## src/sfd_pkg.sv

```systemverilog
// Shared types and constants for the serial frame deframer.
`default_nettype none

package sfd_pkg;

   localparam int unsigned BYTE_W   = 8;
   localparam int unsigned STATUS_W = 3;
   localparam int unsigned CSR_IDX_W = 2;

   // frame status codes
   localparam logic [STATUS_W-1:0] STATUS_NONE        = 3'd0;
   localparam logic [STATUS_W-1:0] STATUS_GOOD        = 3'd1;
   localparam logic [STATUS_W-1:0] STATUS_BAD_SUM     = 3'd2;
   localparam logic [STATUS_W-1:0] STATUS_BAD_TRAILER = 3'd3;
   localparam logic [STATUS_W-1:0] STATUS_BAD_LENGTH  = 3'd4;

   // register indexes
   localparam logic [CSR_IDX_W-1:0] CSR_HEADER_FIRST  = 2'd0;
   localparam logic [CSR_IDX_W-1:0] CSR_HEADER_SECOND = 2'd1;
   localparam logic [CSR_IDX_W-1:0] CSR_TRAILER_FIRST = 2'd2;
   localparam logic [CSR_IDX_W-1:0] CSR_TRAILER_LAST  = 2'd3;

   // register reset values
   localparam logic [BYTE_W-1:0] HEADER_FIRST_RST  = 8'h12;
   localparam logic [BYTE_W-1:0] HEADER_SECOND_RST = 8'h34;
   localparam logic [BYTE_W-1:0] TRAILER_FIRST_RST = 8'h1F;
   localparam logic [BYTE_W-1:0] TRAILER_LAST_RST  = 8'h2F;

   localparam logic [BYTE_W-1:0] MIN_LENGTH = 8'd4;

   typedef struct packed {
      logic [BYTE_W-1:0] position;
      logic [BYTE_W-1:0] frame_length;
      logic [BYTE_W-1:0] prev_byte_one;
      logic [BYTE_W-1:0] prev_byte_two;
      logic [BYTE_W-1:0] running_sum;
      logic [BYTE_W-1:0] checksum_seen;
   } sfd_state_type;

   typedef struct packed {
      logic [BYTE_W-1:0] header_first;
      logic [BYTE_W-1:0] header_second;
      logic [BYTE_W-1:0] trailer_first;
      logic [BYTE_W-1:0] trailer_last;
   } sfd_cfg_type;

   typedef struct packed {
      logic                byte_stored;
      logic [BYTE_W-1:0]   frame_index;
      logic [BYTE_W-1:0]   data_byte;
      logic                frame_done;
      logic [STATUS_W-1:0] frame_status;
   } sfd_result_type;

endpackage

`default_nettype wire

```

## src/serial_frame_deframer.sv

```systemverilog
// Top level of the serial frame deframer: state, config and result registers.
`default_nettype none

// Channel  Direction  Handshake             Payload
// req      in         req_valid/req_stall   req_rx_byte[7:0]
// rsp      out        rsp_valid/rsp_stall   rsp_byte_stored, rsp_frame_index[7:0],
//                                           rsp_data_byte[7:0], rsp_frame_done,
//                                           rsp_frame_status[2:0]
// csr      in         csr_write_enable      csr_index[1:0], csr_data[7:0]
//
// One byte beat in, one registered result beat out; one beat per cycle while rsp_stall does not hold the output.
// The parser step is a single pass of compares and an 8-bit add from the
// frame state into the result register.
// Reset (synchronous) empties the hunt window and loads the default header
// and trailer bytes.
// A stalled result holds in the output register and stalls req in turn.

module serial_frame_deframer
   import sfd_pkg::*;
(
   input  wire logic                  clock,
   input  wire logic                  reset,
   // byte input
   input  wire logic                  req_valid,
   output logic                       req_stall,
   input  wire logic [BYTE_W-1:0]     req_rx_byte,
   // result output
   output logic                       rsp_valid,
   input  wire logic                  rsp_stall,
   output logic                       rsp_byte_stored,
   output logic [BYTE_W-1:0]          rsp_frame_index,
   output logic [BYTE_W-1:0]          rsp_data_byte,
   output logic                       rsp_frame_done,
   output logic [STATUS_W-1:0]        rsp_frame_status,
   // register writes
   input  wire logic                  csr_write_enable,
   input  wire logic [CSR_IDX_W-1:0]  csr_index,
   input  wire logic [BYTE_W-1:0]     csr_data
);

   sfd_state_type  state_ff, state_in;
   sfd_cfg_type    cfg_ff;
   sfd_result_type result_ff, result_in;
   logic           rsp_valid_ff;
   logic           req_accept;

   // output slot frees when it is empty or being taken this cycle
   assign req_stall  = rsp_valid_ff & rsp_stall;
   assign req_accept = req_valid & ~req_stall;

   sfd_step u_step (
      .cur_state (state_ff),
      .cfg       (cfg_ff),
      .rx_byte   (req_rx_byte),
      .nxt_state (state_in),
      .result    (result_in)
   );

   // frame state and result valid
   always_ff @(posedge clock) begin
      if (reset) begin
         state_ff     <= '0;
         rsp_valid_ff <= 1'b0;
      end else begin
         if (req_accept) begin
            state_ff <= state_in;
         end
         if (req_accept) begin
            rsp_valid_ff <= 1'b1;
         end else if (!rsp_stall) begin
            rsp_valid_ff <= 1'b0;
         end
      end
   end

   // result payload, no reset needed
   always_ff @(posedge clock) begin
      if (req_accept) begin
         result_ff <= result_in;
      end
   end

   // header and trailer registers
   always_ff @(posedge clock) begin
      if (reset) begin
         cfg_ff.header_first  <= HEADER_FIRST_RST;
         cfg_ff.header_second <= HEADER_SECOND_RST;
         cfg_ff.trailer_first <= TRAILER_FIRST_RST;
         cfg_ff.trailer_last  <= TRAILER_LAST_RST;
      end else if (csr_write_enable) begin
         case (csr_index)
            CSR_HEADER_FIRST:  cfg_ff.header_first  <= csr_data;
            CSR_HEADER_SECOND: cfg_ff.header_second <= csr_data;
            CSR_TRAILER_FIRST: cfg_ff.trailer_first <= csr_data;
            CSR_TRAILER_LAST:  cfg_ff.trailer_last  <= csr_data;
            default: ;
         endcase
      end
   end

   assign rsp_valid        = rsp_valid_ff;
   assign rsp_byte_stored  = result_ff.byte_stored;
   assign rsp_frame_index  = result_ff.frame_index;
   assign rsp_data_byte    = result_ff.data_byte;
   assign rsp_frame_done   = result_ff.frame_done;
   assign rsp_frame_status = result_ff.frame_status;

`ifndef SYNTHESIS
   // a frame end always leaves an empty hunt window
   a_done_restarts: assert property (@(posedge clock) disable iff (reset)
      req_accept && result_in.frame_done |=> state_ff.position == 8'd0)
      else $error("frame end did not restart hunting");

   // status only on a frame-ending beat
   a_status_on_done: assert property (@(posedge clock) disable iff (reset)
      rsp_valid && !rsp_frame_done |-> rsp_frame_status == STATUS_NONE)
      else $error("status without frame end");

   // an unstored byte carries index zero and always ends the attempt
   a_unstored: assert property (@(posedge clock) disable iff (reset)
      rsp_valid && !rsp_byte_stored |-> rsp_frame_index == 8'd0 && rsp_frame_done)
      else $error("unstored byte with index or without end");

   // a result accepted with no new byte leaves the slot empty
   a_slot_drains: assert property (@(posedge clock) disable iff (reset)
      rsp_valid && !rsp_stall && !req_valid |=> !rsp_valid)
      else $error("result repeated");
`endif

endmodule

`default_nettype wire

```

## src/sfd_step.sv

```systemverilog
// Per-byte parser step: next frame state and result beat from current state.
`default_nettype none

module sfd_step
   import sfd_pkg::*;
(
   input  sfd_state_type      cur_state,
   input  sfd_cfg_type        cfg,
   input  logic [BYTE_W-1:0]  rx_byte,
   output sfd_state_type      nxt_state,
   output sfd_result_type     result
);

   logic [BYTE_W-1:0] ck_len;   // checksum index from the length byte
   logic [BYTE_W-1:0] ck_cur;   // checksum index from the stored length
   logic [BYTE_W-1:0] pos_inc;
   sfd_state_type     empty_state;

   assign ck_len  = rx_byte - 8'd3;
   assign ck_cur  = cur_state.frame_length - 8'd3;
   assign pos_inc = cur_state.position + 8'd1;
   assign empty_state = '0;

   always_comb begin
      nxt_state           = cur_state;
      result.byte_stored  = 1'b1;
      result.frame_index  = '0;
      result.data_byte    = rx_byte;
      result.frame_done   = 1'b0;
      result.frame_status = STATUS_NONE;

      case (cur_state.position)
         8'd0: begin
            nxt_state.prev_byte_two = rx_byte;
            nxt_state.position      = 8'd1;
         end
         8'd1: begin
            nxt_state.prev_byte_one = rx_byte;
            nxt_state.position      = 8'd2;
            result.frame_index      = 8'd1;
         end
         8'd2: begin
            if (cur_state.prev_byte_two != cfg.header_first ||
                cur_state.prev_byte_one != cfg.header_second) begin
               // slide the hunt window
               nxt_state.prev_byte_two = cur_state.prev_byte_one;
               nxt_state.prev_byte_one = rx_byte;
               result.frame_index      = 8'd1;
            end else if (rx_byte < MIN_LENGTH) begin
               nxt_state           = empty_state;
               result.frame_index  = 8'd2;
               result.frame_done   = 1'b1;
               result.frame_status = STATUS_BAD_LENGTH;
            end else begin
               nxt_state.running_sum   = '0;
               nxt_state.checksum_seen = '0;
               if (ck_len > 8'd2) begin
                  nxt_state.running_sum = rx_byte;
               end else if (ck_len == 8'd2) begin
                  nxt_state.checksum_seen = rx_byte;   // length five
               end else begin
                  nxt_state.checksum_seen = cur_state.prev_byte_one; // length four
               end
               nxt_state.frame_length  = rx_byte;
               nxt_state.prev_byte_one = rx_byte;
               nxt_state.position      = 8'd3;
               result.frame_index      = 8'd2;
            end
         end
         default: begin
            if (cur_state.position >= cur_state.frame_length ||
                cur_state.frame_length < MIN_LENGTH) begin
               nxt_state           = empty_state;
               result.byte_stored  = 1'b0;
               result.frame_done   = 1'b1;
               result.frame_status = STATUS_BAD_LENGTH;
            end else if (pos_inc == cur_state.frame_length) begin
               nxt_state          = empty_state;
               result.frame_index = cur_state.position;
               result.frame_done  = 1'b1;
               if (cur_state.prev_byte_one != cfg.trailer_first ||
                   rx_byte != cfg.trailer_last) begin
                  result.frame_status = STATUS_BAD_TRAILER;
               end else if (cur_state.checksum_seen != cur_state.running_sum) begin
                  result.frame_status = STATUS_BAD_SUM;
               end else begin
                  result.frame_status = STATUS_GOOD;
               end
            end else begin
               if (cur_state.position < ck_cur) begin
                  nxt_state.running_sum = cur_state.running_sum + rx_byte;
               end else if (cur_state.position == ck_cur) begin
                  nxt_state.checksum_seen = rx_byte;
               end
               nxt_state.prev_byte_one = rx_byte;
               nxt_state.position      = pos_inc;
               result.frame_index      = cur_state.position;
            end
         end
      endcase
   end

endmodule

`default_nettype wire

```

## config.mk

```make
export PLATFORM = sky130hd
export DESIGN_NAME = serial_frame_deframer
export DESIGN_NICKNAME = d
export VERILOG_FILES = /design/src/sfd_pkg.sv /design/src/serial_frame_deframer.sv /design/src/sfd_step.sv
export SDC_FILE = /design/constraint.sdc
export NUM_CORES = 1
export LEC_CHECK = 0
export BUFFER_PORTS_ARGS = -buffer_cell sky130_fd_sc_hd__buf_2
export CAP_MARGIN = 20
export CORE_MARGIN = 2
export CORE_UTILIZATION = 50
export DETAILED_ROUTE_END_ITERATION = 12
export GPL_TIMING_DRIVEN = 0
export MAX_ROUTING_LAYER = met4
export PLACE_DENSITY = 0.68
export SLEW_MARGIN = 10
export SYNTH_ARGS = -nofsm -noshare
export SYNTH_HDL_FRONTEND = slang
export SYNTH_SLANG_ARGS = --single-unit
export TNS_END_PERCENT = 10
```

## constraint.sdc

```tcl
create_clock -name clock -period 7.1 [get_ports clock]
set_input_delay 2.13 -clock clock [delete_from_list [all_inputs] [get_ports clock]]
set_output_delay 2.13 -clock clock [all_outputs]
set_load 0.005 [all_outputs]
```

==> metrics <==
net count of the finished layout=roughly 760; growth of design area from synthesis to finish=12.4%; first-pass iteration count of the detailed router=5; portion of the clock cycle consumed by the worst path in the final layout=65.6%; total via count in the routed design=around 5300; sequential fraction of the synthesis area=a little under two fifths; final RePlAce weighted congestion=1.00; biggest fanout along the worst timing path=3; detailed-placement wirelength estimate=around 12 mm; antenna violations before repair=0; number of levels in the clock H-tree=3; maximum vdd ir drop=between 0.15 and 0.2 mV; WL per Instance=between 15 and 20 um; Req. time, crit path=~5 ns; switching component of the power=between 0.0003 and 0.0004 W; iteration-0 DRC count of the detailed router=417; main flop type after synthesis=sky130_fd_sc_hd__dfxtp_1; sort of element at the end of the critical path=primary output; fraction of layout instances using a drive strength above 1=14.3%; average via count per standard cell=6.18; share of power burned in the clock network=a little under two fifths; final setup violating endpoints=0; Worst-Margin Slew=between 0.8 and 0.9 ns; starting density of the core=approximately half; leak pwr=2.70 nW; PwrDens=between 200 and 250 nW/um2; type of the worst min-delay path=flip-flop to flip-flop; CTS tree=done; Post-Syn Area per Cell=9.19 um2; syn nets=about 710; Placement Rows=39; clk_lat worst skew=around 0.36 ns; chain of cells forming the critical path=buf_2, and2_1, buf_2; number of sinks on the clock net=roughly 100; slowest stage cell, crit path=sky130_fd_sc_hd__and2_1; pin count of the biggest net entering global routing=21; clock tree root buffer cell=sky130_fd_sc_hd__clkbuf_16; critical path's most frequent cell=sky130_fd_sc_hd__buf_2; TNS Setup=0 ns; CTS buffer count=9; clk_skew=about 0.013 ns; post-route total power=about 0.0014 W; unrepaired setup endpoints after global routing=no; fin. max-slew vios=0; start-to-end type of the worst setup path=input pin to primary output; count of warnings emitted by yosys=0; first-pass GRT wire length=around 27 mm; count of flip-flops with a built-in enable after synthesis=21; Post-CTS Hold Buffers=0; number of instances in the synthesized netlist=between 600 and 700; Core Area=11600 um2; logic gate share of total power=approximately 17%; synth unique cells=73; GRT Total Usage=between 20 and 30%; number of setup buffers added after CTS=0; Hold WS=between 0.4 and 0.5 ns; max-cap viol count=0; data arrival time of the critical path=2.53 ns; buffer depth of the longest clock path=2; clock transition at the registers of the reported paths=~0.070 ns; netlist area before placement=about 6000 um2; horizontal die dimension=113 um; ys async rst share=0%; area of the die=12900 um2; filler cell count in the final layout=1077; # DRC=0; sum of routed wire length over all layers=approximately 17 mm; maximum cell stage delay along the critical path=between 0.15 and 0.2 ns; Gates resized, CTS repair=0; I/O Buffers=45; Internal Pwr Total=0.00104 W; antenna diode count=0; switching share of total power=between 20% and 30%; final core utilization=between 50 and 60%; run status=complete, no violations; Period minus WS final=4.66 ns; CP startpoint kind=input pin; endpoints failing hold=0; number of global-route vias before repair=about 5100; number of storage elements in the synthesis netlist=between 100 and 150; maximum clock rate=approximately 210 MHz; final antenna-violating net count=0; overflow left after global routing=0; number of top-level design ports=46; die extent in y=around 110 um; worst-case headroom to the max-slew limit=between 40% and 50%; part of the total power dissipated in sequential elements=a little under half
[per-layer routing]
layer	GRT usage [%]	part of all wire, %	vias to the layer above
met5	-	0	-
met4	13.2	3.9	0
met3	4.46	6.8	53
met2	43.4	46	223
met1	35.3	44	2510
li1	-	-	2510
[cell usage in the layout, fill, tap and decap left out, drive strengths merged, types with 4 or more instances in the layout]
cell type   n
dfxtp      81
buf        70
nand2      58
a21oi      42
nor2       39
xnor2      34
ha         30
xor2       28
inv        27
clkbuf     26
o21ai      25
edfxtp     21
mux2i      17
a22o       15
nand3      15
a211oi     12
nand4      11
nand3b     11
nor4       10
a21o        9
or3         9
a32oi       8
and2        8
nand2b      8
nor3        8
and3        7
a2111oi     7
a22oi       6
o21a        6
a211o       6
o211ai      6
nor2b       6
a311oi      5
a221oi      4
nor3b       4
or4         4
[logic make-up (layout without fill, tap and decap cells)]
kind of cell | after synthesis | after routing | share of synthesized area [%]
AND/OR/NAND/NOR | 206 | 206 | 18.5
AO/OA/AOI/OAI | 170 | 170 | 20.7
flip-flops | 102 | 102 | 37.6
buffers and inverters | 64 | 126 | 4.72
XOR/XNOR | 62 | 62 | 9.06
adder cells (fa/ha/maj) | 31 | 31 | 6.60
multiplexers | 17 | 17 | 2.84
[sequential cells by signal, summed over array words and instances (netlist names)]
signal / flops
rsp_byte_stored: 1
cfg_ff: 32
rsp_valid: 1
rsp_data_byte: 8
rsp_frame_done: 1
rsp_frame_status: 3
rsp_frame_index: 8
state_ff: 48
[worst paths after layout]
| path | start | endpoint | slack [ns] | depth (start not counted) |
|---|---|---|---|---|
| setup / recovery | rsp_stall | req_stall | 2.44 | 3 |
| hold / removal | cfg_ff[6] | cfg_ff[6] | 0.47 | 2 |
| setup reg to reg | state_ff[40] | state_ff[12] | 3.62 | 8 |
| hold reg to reg | cfg_ff[6] | cfg_ff[6] | 0.47 | 2 |
[power by group through the flow]
stage / registers [W] / clock network (W) / logic, W
after detailed placement: 0.000663 / 0 / 0.000237
after CTS: 0.000650 / 0.000543 / 0.000238
after global placement: 0.000662 / 0 / 0.000229
final: 0.000650 / 0.000542 / 0.000242
after floorplan: 0.000656 / 0 / 0.000166
after global routing: 0.000653 / 0.000567 / 0.000266
[synthesized netlist by cell type (9+ instances only)]
master / n / share of area [%]
sky130_fd_sc_hd__nor2_1: 39 / 2.4
sky130_fd_sc_hd__a22o_1: 15 / 2.2
sky130_fd_sc_hd__xnor2_1: 34 / 5.0
sky130_fd_sc_hd__inv_1: 25 / 1.6
sky130_fd_sc_hd__o21ai_0: 23 / 1.9
sky130_fd_sc_hd__nand3b_1: 11 / 1.4
sky130_fd_sc_hd__or3_1: 9 / 0.94
sky130_fd_sc_hd__a21o_1: 9 / 1.1
sky130_fd_sc_hd__dfxtp_1: 81 / 27
sky130_fd_sc_hd__buf_2: 15 / 1.3
sky130_fd_sc_hd__a211oi_1: 10 / 1.3
sky130_fd_sc_hd__nand2_1: 58 / 3.6
sky130_fd_sc_hd__xor2_1: 28 / 4.1
sky130_fd_sc_hd__a21oi_1: 40 / 3.3
sky130_fd_sc_hd__mux2i_1: 17 / 2.8
sky130_fd_sc_hd__nor4_1: 10 / 1.0
sky130_fd_sc_hd__edfxtp_1: 21 / 11
sky130_fd_sc_hd__nand4_1: 11 / 1.1
sky130_fd_sc_hd__clkbuf_1: 14 / 0.88
sky130_fd_sc_hd__nand3_1: 13 / 1.1
sky130_fd_sc_hd__ha_1: 30 / 6.3
[critical path: cells and delay by family]
kind | cells | cell delay [ns]
simple gates | 1 | 0.17
buf+inv | 2 | 0.22
[per-stage QoR]
stage               instance area, um2  worst slack (ns)  instances
floorplan                         5990              2.33        652
CTS                               6740              2.44        857
global placement                  6400              1.26        840
finish                            6740              2.44        857
detailed placement                6420              2.26        841
global route                      6740              2.35        857
[area by class of cell]
cell class	instances	area (um2)	area share (%)
plain buffers	39	189	2.80
clock buffers	11	243	3.60
clock inverters	5	80.1	1.19
inverters	25	93.8	1.39
multi-input cells	486	3460	51.4
flip-flops and latches	102	2250	33.4
well taps	143	179	2.66
repair buffers	46	240	3.56
(Power assumes the default switching activity.)
